`config.mk`:
```
export PLATFORM = sky130hd
export DESIGN_NAME = lcd_frame_segment_decoder_flat
export DESIGN_NICKNAME = d
export VERILOG_FILES = /design/src/sv/lfsd_pkg.sv /design/src/sv/lfsd_ifs.sv /design/src/sv/lcd_frame_segment_decoder.sv /design/src/flat_wrapper.sv
export VERILOG_INCLUDE_DIRS = /design/src /design/src/sv
export SDC_FILE = /design/constraint.sdc
export NUM_CORES = 1
export LEC_CHECK = 0
export ABC_CLOCK_PERIOD_IN_PS = 9800
export BUFFER_PORTS_ARGS = -buffer_cell sky130_fd_sc_hd__buf_2
export CORE_UTILIZATION = 60
export DETAILED_ROUTE_END_ITERATION = 12
export PLACE_DENSITY = 0.79
export SLEW_MARGIN = 20
export SYNTH_ARGS = -nofsm -noshare
export SYNTH_HDL_FRONTEND = slang
export SYNTH_SLANG_ARGS = --single-unit
```
`constraint.sdc`:
```
create_clock -name clk -period 9.8 [get_ports clk]
set_input_delay 0.49 -clock clk [delete_from_list [all_inputs] [get_ports clk]]
set_output_delay 0.49 -clock clk [all_outputs]
set_load 0.01 [all_outputs]
```
`src/sv/lcd_frame_segment_decoder_macros.svh`:
```
// Assertion macros shared by the frame decoder.
`ifndef LCD_FRAME_SEGMENT_DECODER_MACROS_SVH
`define LCD_FRAME_SEGMENT_DECODER_MACROS_SVH

// Same-cycle implication, checked outside reset.
`define LFSD_ASSERT_NOW(label, ante, cons) \
  label: assert property (@(posedge clk) disable iff (!rst_n) (ante) |-> (cons)) \
    else $error("lcd_frame_segment_decoder: check failed");

// Next-cycle implication, checked outside reset.
`define LFSD_ASSERT_NEXT(label, ante, cons) \
  label: assert property (@(posedge clk) disable iff (!rst_n) (ante) |=> (cons)) \
    else $error("lcd_frame_segment_decoder: check failed");

`endif

```
`src/sv/lfsd_pkg.sv`:
```
package lfsd_pkg;

  localparam int FRAME_BYTES = 8;
  localparam int IDX_W       = $clog2(FRAME_BYTES);

  typedef logic [3:0]        nibble_t;
  typedef logic [4:0]        count_t;
  typedef logic [3:0]        digit_t;
  typedef logic signed [4:0] exp_t;
  typedef logic [2:0]        point_t;

  localparam nibble_t FIRST_POSITION = 4'd1;
  localparam nibble_t LAST_POSITION  = 4'd14;
  localparam count_t  COUNT_MAX      = 5'd31;
  localparam logic [7:0] PREFIX_MASK = 8'hEA;

  localparam digit_t DIGIT_L       = 4'd10;
  localparam digit_t DIGIT_BLANK   = 4'd11;
  localparam digit_t DIGIT_UNKNOWN = 4'd12;

  localparam exp_t EXP_NANO  = -5'sd9;
  localparam exp_t EXP_MICRO = -5'sd6;
  localparam exp_t EXP_MILLI = -5'sd3;
  localparam exp_t EXP_NONE  = 5'sd0;
  localparam exp_t EXP_KILO  = 5'sd3;
  localparam exp_t EXP_MEGA  = 5'sd6;

  // Maps a seven-segment pattern to its digit code.
  function automatic digit_t seg_to_digit(input logic [6:0] pattern);
    digit_t code;
    unique case (pattern)
      7'h7D:   code = 4'd0;
      7'h05:   code = 4'd1;
      7'h5B:   code = 4'd2;
      7'h1F:   code = 4'd3;
      7'h27:   code = 4'd4;
      7'h3E:   code = 4'd5;
      7'h7E:   code = 4'd6;
      7'h15:   code = 4'd7;
      7'h7F:   code = 4'd8;
      7'h3F:   code = 4'd9;
      7'h68:   code = DIGIT_L;
      7'h00:   code = DIGIT_BLANK;
      default: code = DIGIT_UNKNOWN;
    endcase
    return code;
  endfunction

endpackage

```
`src/sv/lfsd_ifs.sv`:
```
interface lfsd_in_if;
  logic       valid;
  logic       ready;
  logic [7:0] rx_byte;

  modport source (output valid, output rx_byte, input ready);
  modport sink (input valid, input rx_byte, output ready);
endinterface

interface lfsd_out_if;
  logic                 valid;
  logic                 ready;
  logic                 negative;
  lfsd_pkg::digit_t     digit_first;
  lfsd_pkg::digit_t     digit_second;
  lfsd_pkg::digit_t     digit_third;
  lfsd_pkg::digit_t     digit_fourth;
  lfsd_pkg::point_t     point_mask;
  lfsd_pkg::exp_t       exponent;
  logic                 prefix_conflict;

  modport source (output valid, output negative, output digit_first, output digit_second,
                  output digit_third, output digit_fourth, output point_mask,
                  output exponent, output prefix_conflict, input ready);
  modport sink (input valid, input negative, input digit_first, input digit_second,
                input digit_third, input digit_fourth, input point_mask,
                input exponent, input prefix_conflict, output ready);
endinterface

```
`src/sv/lcd_frame_segment_decoder.sv`:
```
// Decodes the position-tagged nibble stream of a meter display link. Each word is
// captured in an input register, and a new word can be accepted each cycle unless
// the input stalls: the frame state (eight frame bytes, position counter, error
// flag) is updated from the input register, and a completed good frame is decoded
// into the output register in the same cycle; a result passes through the input
// register and then the output register. The output register lets the next words
// enter while a result waits; only a frame-closing word can stall the input, behind
// a result that has not yet been taken.
`include "lcd_frame_segment_decoder_macros.svh"

module lcd_frame_segment_decoder (
  input  logic              clk,
  input  logic              rst_n,
  lfsd_in_if.sink           in_link,
  lfsd_out_if.source        out_link
);

  logic                 in_valid_r;
  logic [7:0]           byte_r;
  lfsd_pkg::count_t     cnt_r;
  lfsd_pkg::count_t     cnt_nxt;
  logic                 err_r;
  logic                 err_nxt;
  logic [7:0]           store_r   [lfsd_pkg::FRAME_BYTES];
  logic [7:0]           store_nxt [lfsd_pkg::FRAME_BYTES];

  lfsd_pkg::nibble_t    pos;
  lfsd_pkg::nibble_t    data;
  lfsd_pkg::count_t     cnt_base;
  logic [lfsd_pkg::IDX_W-1:0] idx;
  logic                 hit;
  logic                 produce;
  logic                 consume;
  logic                 out_free;

  logic [7:0]           pfx;
  logic [2:0]           nbits;
  lfsd_pkg::exp_t       exp_nxt;

  logic                 out_valid_r;
  logic                 neg_r;
  lfsd_pkg::digit_t     dig1_r, dig2_r, dig3_r, dig4_r;
  lfsd_pkg::point_t     point_r;
  lfsd_pkg::exp_t       exp_r;
  logic                 conflict_r;

  assign pos  = byte_r[7:4];
  assign data = byte_r[3:0];
  assign idx  = pos[lfsd_pkg::IDX_W:1];

  // Frame state update for the word held in the input register.
  always_comb begin
    store_nxt = store_r;
    if (pos == lfsd_pkg::FIRST_POSITION) begin
      cnt_base     = '0;
      err_nxt      = 1'b0;
      store_nxt[0] = '0;
    end else begin
      cnt_base     = cnt_r;
      err_nxt      = err_r;
    end
    cnt_nxt = (cnt_base == lfsd_pkg::COUNT_MAX) ? lfsd_pkg::COUNT_MAX : cnt_base + 5'd1;
    hit     = (cnt_nxt == {1'b0, pos});
    if (!hit) begin
      err_nxt = 1'b1;
    end else if (pos[0]) begin
      store_nxt[idx] = store_nxt[idx] | {4'h0, data};
    end else begin
      store_nxt[idx] = {data, 4'h0};
    end
  end

  // Unit prefix: exactly one bit selects the exponent.
  always_comb begin
    pfx     = store_nxt[5] & lfsd_pkg::PREFIX_MASK;
    nbits   = 3'($countones(pfx));
    exp_nxt = lfsd_pkg::EXP_NONE;
    if (nbits == 3'd1) begin
      priority if (pfx[7]) exp_nxt = lfsd_pkg::EXP_MICRO;
      else if (pfx[6])     exp_nxt = lfsd_pkg::EXP_NANO;
      else if (pfx[5])     exp_nxt = lfsd_pkg::EXP_KILO;
      else if (pfx[3])     exp_nxt = lfsd_pkg::EXP_MILLI;
      else                 exp_nxt = lfsd_pkg::EXP_MEGA;
    end
  end

  assign produce        = in_valid_r && (pos == lfsd_pkg::LAST_POSITION) && !err_nxt;
  assign out_free       = !out_valid_r || out_link.ready;
  assign consume        = in_valid_r && (!produce || out_free);
  assign in_link.ready  = !in_valid_r || consume;

  always_ff @(posedge clk) begin
    if (!rst_n) begin
      in_valid_r  <= 1'b0;
      cnt_r       <= '0;
      err_r       <= 1'b0;
      out_valid_r <= 1'b0;
      for (int i = 0; i < lfsd_pkg::FRAME_BYTES; i++) begin
        store_r[i] <= '0;
      end
    end else begin
      if (in_link.ready) begin
        in_valid_r <= in_link.valid;
      end
      if (consume) begin
        cnt_r   <= cnt_nxt;
        err_r   <= err_nxt;
        store_r <= store_nxt;
      end
      if (produce && consume) begin
        out_valid_r <= 1'b1;
      end else if (out_link.ready) begin
        out_valid_r <= 1'b0;
      end
    end
  end

  always_ff @(posedge clk) begin
    if (in_link.ready) begin
      byte_r <= in_link.rx_byte;
    end
    if (produce && consume) begin
      neg_r      <= store_nxt[1][7];
      dig1_r     <= lfsd_pkg::seg_to_digit(store_nxt[1][6:0]);
      dig2_r     <= lfsd_pkg::seg_to_digit(store_nxt[2][6:0]);
      dig3_r     <= lfsd_pkg::seg_to_digit(store_nxt[3][6:0]);
      dig4_r     <= lfsd_pkg::seg_to_digit(store_nxt[4][6:0]);
      point_r    <= {store_nxt[4][7], store_nxt[3][7], store_nxt[2][7]};
      exp_r      <= exp_nxt;
      conflict_r <= (nbits > 3'd1);
    end
  end

  assign out_link.valid           = out_valid_r;
  assign out_link.negative        = neg_r;
  assign out_link.digit_first     = dig1_r;
  assign out_link.digit_second    = dig2_r;
  assign out_link.digit_third     = dig3_r;
  assign out_link.digit_fourth    = dig4_r;
  assign out_link.point_mask      = point_r;
  assign out_link.exponent        = exp_r;
  assign out_link.prefix_conflict = conflict_r;

  `LFSD_ASSERT_NEXT(a_result_loaded, produce && consume, out_valid_r)
  `LFSD_ASSERT_NEXT(a_input_held, in_valid_r && !consume, in_valid_r && $stable(byte_r))
  `LFSD_ASSERT_NEXT(a_count_advanced, consume, cnt_r != 5'd0)
  `LFSD_ASSERT_NEXT(a_restart_clears_error,
                    consume && (pos == lfsd_pkg::FIRST_POSITION), !err_r)

endmodule

```
`src/flat_wrapper.sv`:
```
// flat-port wrapper written by rule: the top's interface ports become plain ports
module lcd_frame_segment_decoder_flat 
  (clk, rst_n, in_link_valid, in_link_rx_byte, in_link_ready, out_link_valid, out_link_negative, out_link_digit_first, out_link_digit_second, out_link_digit_third, out_link_digit_fourth, out_link_point_mask, out_link_exponent, out_link_prefix_conflict, out_link_ready);
  lfsd_in_if in_link_i ();
  lfsd_out_if out_link_i ();
  input  logic clk;
  input  logic rst_n;
  input wire logic [$bits(in_link_i.valid)-1:0] in_link_valid;
  input wire logic [$bits(in_link_i.rx_byte)-1:0] in_link_rx_byte;
  output wire logic [$bits(in_link_i.ready)-1:0] in_link_ready;
  output wire logic [$bits(out_link_i.valid)-1:0] out_link_valid;
  output wire logic [$bits(out_link_i.negative)-1:0] out_link_negative;
  output wire logic [$bits(out_link_i.digit_first)-1:0] out_link_digit_first;
  output wire logic [$bits(out_link_i.digit_second)-1:0] out_link_digit_second;
  output wire logic [$bits(out_link_i.digit_third)-1:0] out_link_digit_third;
  output wire logic [$bits(out_link_i.digit_fourth)-1:0] out_link_digit_fourth;
  output wire logic [$bits(out_link_i.point_mask)-1:0] out_link_point_mask;
  output wire logic [$bits(out_link_i.exponent)-1:0] out_link_exponent;
  output wire logic [$bits(out_link_i.prefix_conflict)-1:0] out_link_prefix_conflict;
  input wire logic [$bits(out_link_i.ready)-1:0] out_link_ready;
  assign in_link_i.valid = in_link_valid;
  assign in_link_i.rx_byte = in_link_rx_byte;
  assign in_link_ready = in_link_i.ready;
  assign out_link_valid = out_link_i.valid;
  assign out_link_negative = out_link_i.negative;
  assign out_link_digit_first = out_link_i.digit_first;
  assign out_link_digit_second = out_link_i.digit_second;
  assign out_link_digit_third = out_link_i.digit_third;
  assign out_link_digit_fourth = out_link_i.digit_fourth;
  assign out_link_point_mask = out_link_i.point_mask;
  assign out_link_exponent = out_link_i.exponent;
  assign out_link_prefix_conflict = out_link_i.prefix_conflict;
  assign out_link_i.ready = out_link_ready;
  lcd_frame_segment_decoder u_core (.clk(clk), .rst_n(rst_n), .in_link(in_link_i), .out_link(out_link_i));
endmodule
```
==> run_results.csv <==
group,metric,value,unit
status,status,"finished clean",
setup_path,crit_type,"reg2reg",
layout,diodes,0,
clock_tree,clk_path_buf_depth,2,
detailed_routing,wl_per_cell,21.73,um
power_and_ir_drop,p_int,0.5604,mW
sta,hold_violations,0,
sta,fmax,153.2,MHz
global_routing,track_usage,0.3602,
detailed_routing,route.detailed.drc,0,
layout,multi_input_area,0.003657,mm^2
setup_path,r2r_start,"u_core.byte_r[7]$_DFFE_PP_",
synthesis,postSynthCellCount,736,
sta,whs,0.2645,ns
layout,layout_commonest_cell,"nor2_1",
detailed_routing,drt_wl_total,19140,um
layout,layout_common_cells,"nor2_1 (84), dfxtp_1 (66), a21oi_1 (55)",
global_routing,grt_max_degree,41,
synthesis,syn_area,0.006306,mm^2
detailed_routing,dr.pass1.iters,5,
layout,drive_gt1_frac,0.1396,
placement,dp_hpwl,13650,um
power_and_ir_drop,power_frac_comb,0.120,
detailed_routing,vias,6032,
layout,area_growth,6.052,%
sta,setup_violations,0,
clock_tree,cts_root_buf,"clkbuf_8",
synthesis,syn_nets,753,
sta,fin_skew,0.01101,ns
setup_path,startpoint,"u_core.byte_r[7]$_DFFE_PP_",
sta,rsz0062_at_grt,"no",
clock_tree,cts_tree,"built",
power_and_ir_drop,vdd_drop_max,0.1171,mV
sta,min_period,6.528,ns
global_routing,grt_pass1_wl,30220,um
sta,fin_setup_tns,0,ns
sta,relSlewSlack,0.3656,
global_routing,grt_pass1_vias,5467,
sta,finalMaxSlewViolations,0,
setup_path,crit_top_cell,"inv_1",
layout,final_cells,881,
layout,seq_area,0.002342,mm^2
die,ios,40,
power_and_ir_drop,switchingPower,0.2289,mW
setup_path,arrival,6.74,ns
setup_path,crit_fanout,28,
power_and_ir_drop,total_power,0.7893,mW
placement,place_congestion,0.9795,
setup_path,r2r_slack,3.27,ns
setup_path,cp_slowest_stage_delay,0.76,ns
clock_tree,cts_sinks,100,
setup_path,end_kind,"register",
sta,setup_ws,3.272,ns
global_routing,antenna_found_initial,0,
placement,pre_cts_ws,3.386,ns
synthesis,synth_largest_area_cell,"dfxtp_1",
synthesis,async_flop_share,0,
die,die_area,0.01092,mm^2
setup_path,critPathLaunchType,"register",
sta,worst_slew_pin_slew,0.9481,ns
power_and_ir_drop,power_frac_clock,0.320,
synthesis,yosysTopAreaCellShare,0.2095,
die,die_width,104.5,um
clock_tree,holdBufCountCts,0,
clock_tree,insertion_delay,0.39,ns
worst_hold_path,whs_path_depth,1,
setup_path,crit_slowest_cell,"edfxtp_1",
setup_path,cp_data_required_time,10.01,ns
synthesis,netlist-cell-type-count,88,
synthesis,synth_warnings,0,
layout,post-route-util,0.6507,
power_and_ir_drop,p_seq_frac,0.560,
synthesis,ys_seq_area_frac,0.3714,
detailed_routing,ant_nets,0,
placement,placed_cells,865,
layout,nNetsFinal,757,
power_and_ir_drop,power.density,118.0,mW/mm^2
setup_path,worst-path-buf-inv,3,
die,start_util,0.6136,
clock_tree,path_clk_slew,0.10,ns
synthesis,synth.area.top_cells,"dfxtp_1 (21%), edfxtp_1 (16%), mux2i_1 (5.7%)",
synthesis,avgSynthCellArea,8.568,um^2
detailed_routing,viasPerCell,6.847,
sta,timing.final.crit_share,0.6661,
synthesis,synth_flop_cell,"dfxtp_1",
job,maxCapViolations,0,
clock_tree,postCtsSetupBuffers,0,
setup_path,reg2regPathDepth,17,
die,fp-row-count,37,
clock_tree,cts-resized-gates,0,
setup_path,critPathTopFamily,"simple AND/OR/NAND/NOR gates",
synthesis,synth-seq-cells,100,
placement,portBuffers,39,
worst_hold_path,min_from,"in_link_rx_byte[3]",
power_and_ir_drop,p_leak,2.362,nW
layout,finish.instance_area,0.006688,mm^2
die,die_height,104.5,um
setup_path,critical_path.cell_chain,"or4b_4, and2_1, ha_1, and3_1, o31ai_1, o31a_1, and4_1, nand2_1, mux2i_1, inv_1, ha_1, inv_1, fa_1, inv_1, fa_1, or3_1, a311oi_1",
die,core-area,0.01028,mm^2
power_and_ir_drop,sw_frac_of_total,0.2900,
global_routing,grt_overflow,0,
setup_path,worstReg2RegEnd,"u_core.out_link.exponent[0]$_SDFFCE_PP0P_",
worst_hold_path,holdCritPathClass,"in2reg",
detailed_routing,drt_iter0_drc,668,
clock_tree,cts_buffers,9,
placement,place_area,0.006505,mm^2
worst_hold_path,worstHoldEndpoint,"u_core.byte_r[3]$_DFFE_PP_",
clock_tree,htreeDepth,3,
layout,fill_cells,902,
synthesis,synth_edf_count,34,
-- worst max-delay path by stage --
| stage | end | slack (ns) | depth (start not counted) |
|---|---|---|---|
| 2_1_floorplan | u_core.out_link.exponent[0]$_SDFFCE_PP0P_ | 4.48 | 21 |
| 3_3_place_gp | u_core.out_link.exponent[0]$_SDFFCE_PP0P_ | 3.59 | 17 |
| 3_5_place_dp | u_core.out_link.exponent[0]$_SDFFCE_PP0P_ | 3.39 | 17 |
| 4_1_cts | u_core.out_link.exponent[0]$_SDFFCE_PP0P_ | 3.36 | 17 |
| 5_1_grt | u_core.out_link.exponent[0]$_SDFFCE_PP0P_ | 2.93 | 17 |
| 6_report | u_core.out_link.exponent[0]$_SDFFCE_PP0P_ | 3.27 | 17 |
-- synth_stat cells, types with 14 or more instances --
master	instances
a31oi_1	14
a21oi_1	55
mux2i_1	36
nand3_1	41
nand2_1	47
a211oi_1	15
edfxtp_1	34
nor3_1	17
clkbuf_1	31
nor2_1	85
o21ai_0	41
dfxtp_1	66
-- kinds of logic after synthesis --
kind of cell	synth area share
AOI/OAI and AO/OA	0.2302
xor gates and xnor gates	0.01111
adders and majority gates	0.01230
buffers and inverters	0.05436
DFF	0.3714
muxes	0.08571
and+or+nand+nor	0.2349
-- layer usage --
layer / global-route usage / vias up / part of all wire
met5: 0 / - / 0
met4: 0.1153 / 0 / 0.023
met3: 0.1034 / 49 / 0.098
met2: 0.5407 / 353 / 0.44
met1: 0.4978 / 2860 / 0.43
li1: - / 2770 / -
-- power groups by stage --
stage,registers [mW],logic [mW],clock network (mW)
floorplan,0.445,0.0689,0
global placement,0.451,0.0903,0
detailed placement,0.451,0.0917,0
CTS,0.441,0.0920,0.255
global route,0.443,0.101,0.269
finish,0.442,0.0949,0.252
-- area by class of cell --
type / instances / share of cell area
sequential: 100 / 0.3502
inverter: 15 / 0.008419
multi-input combinational: 563 / 0.5469
clock buffer: 10 / 0.01964
timing repair buffer: 51 / 0.04266
clock inverter: 6 / 0.006735
tap: 136 / 0.02544
No activity file was read; power rests on OpenSTA's default activity.
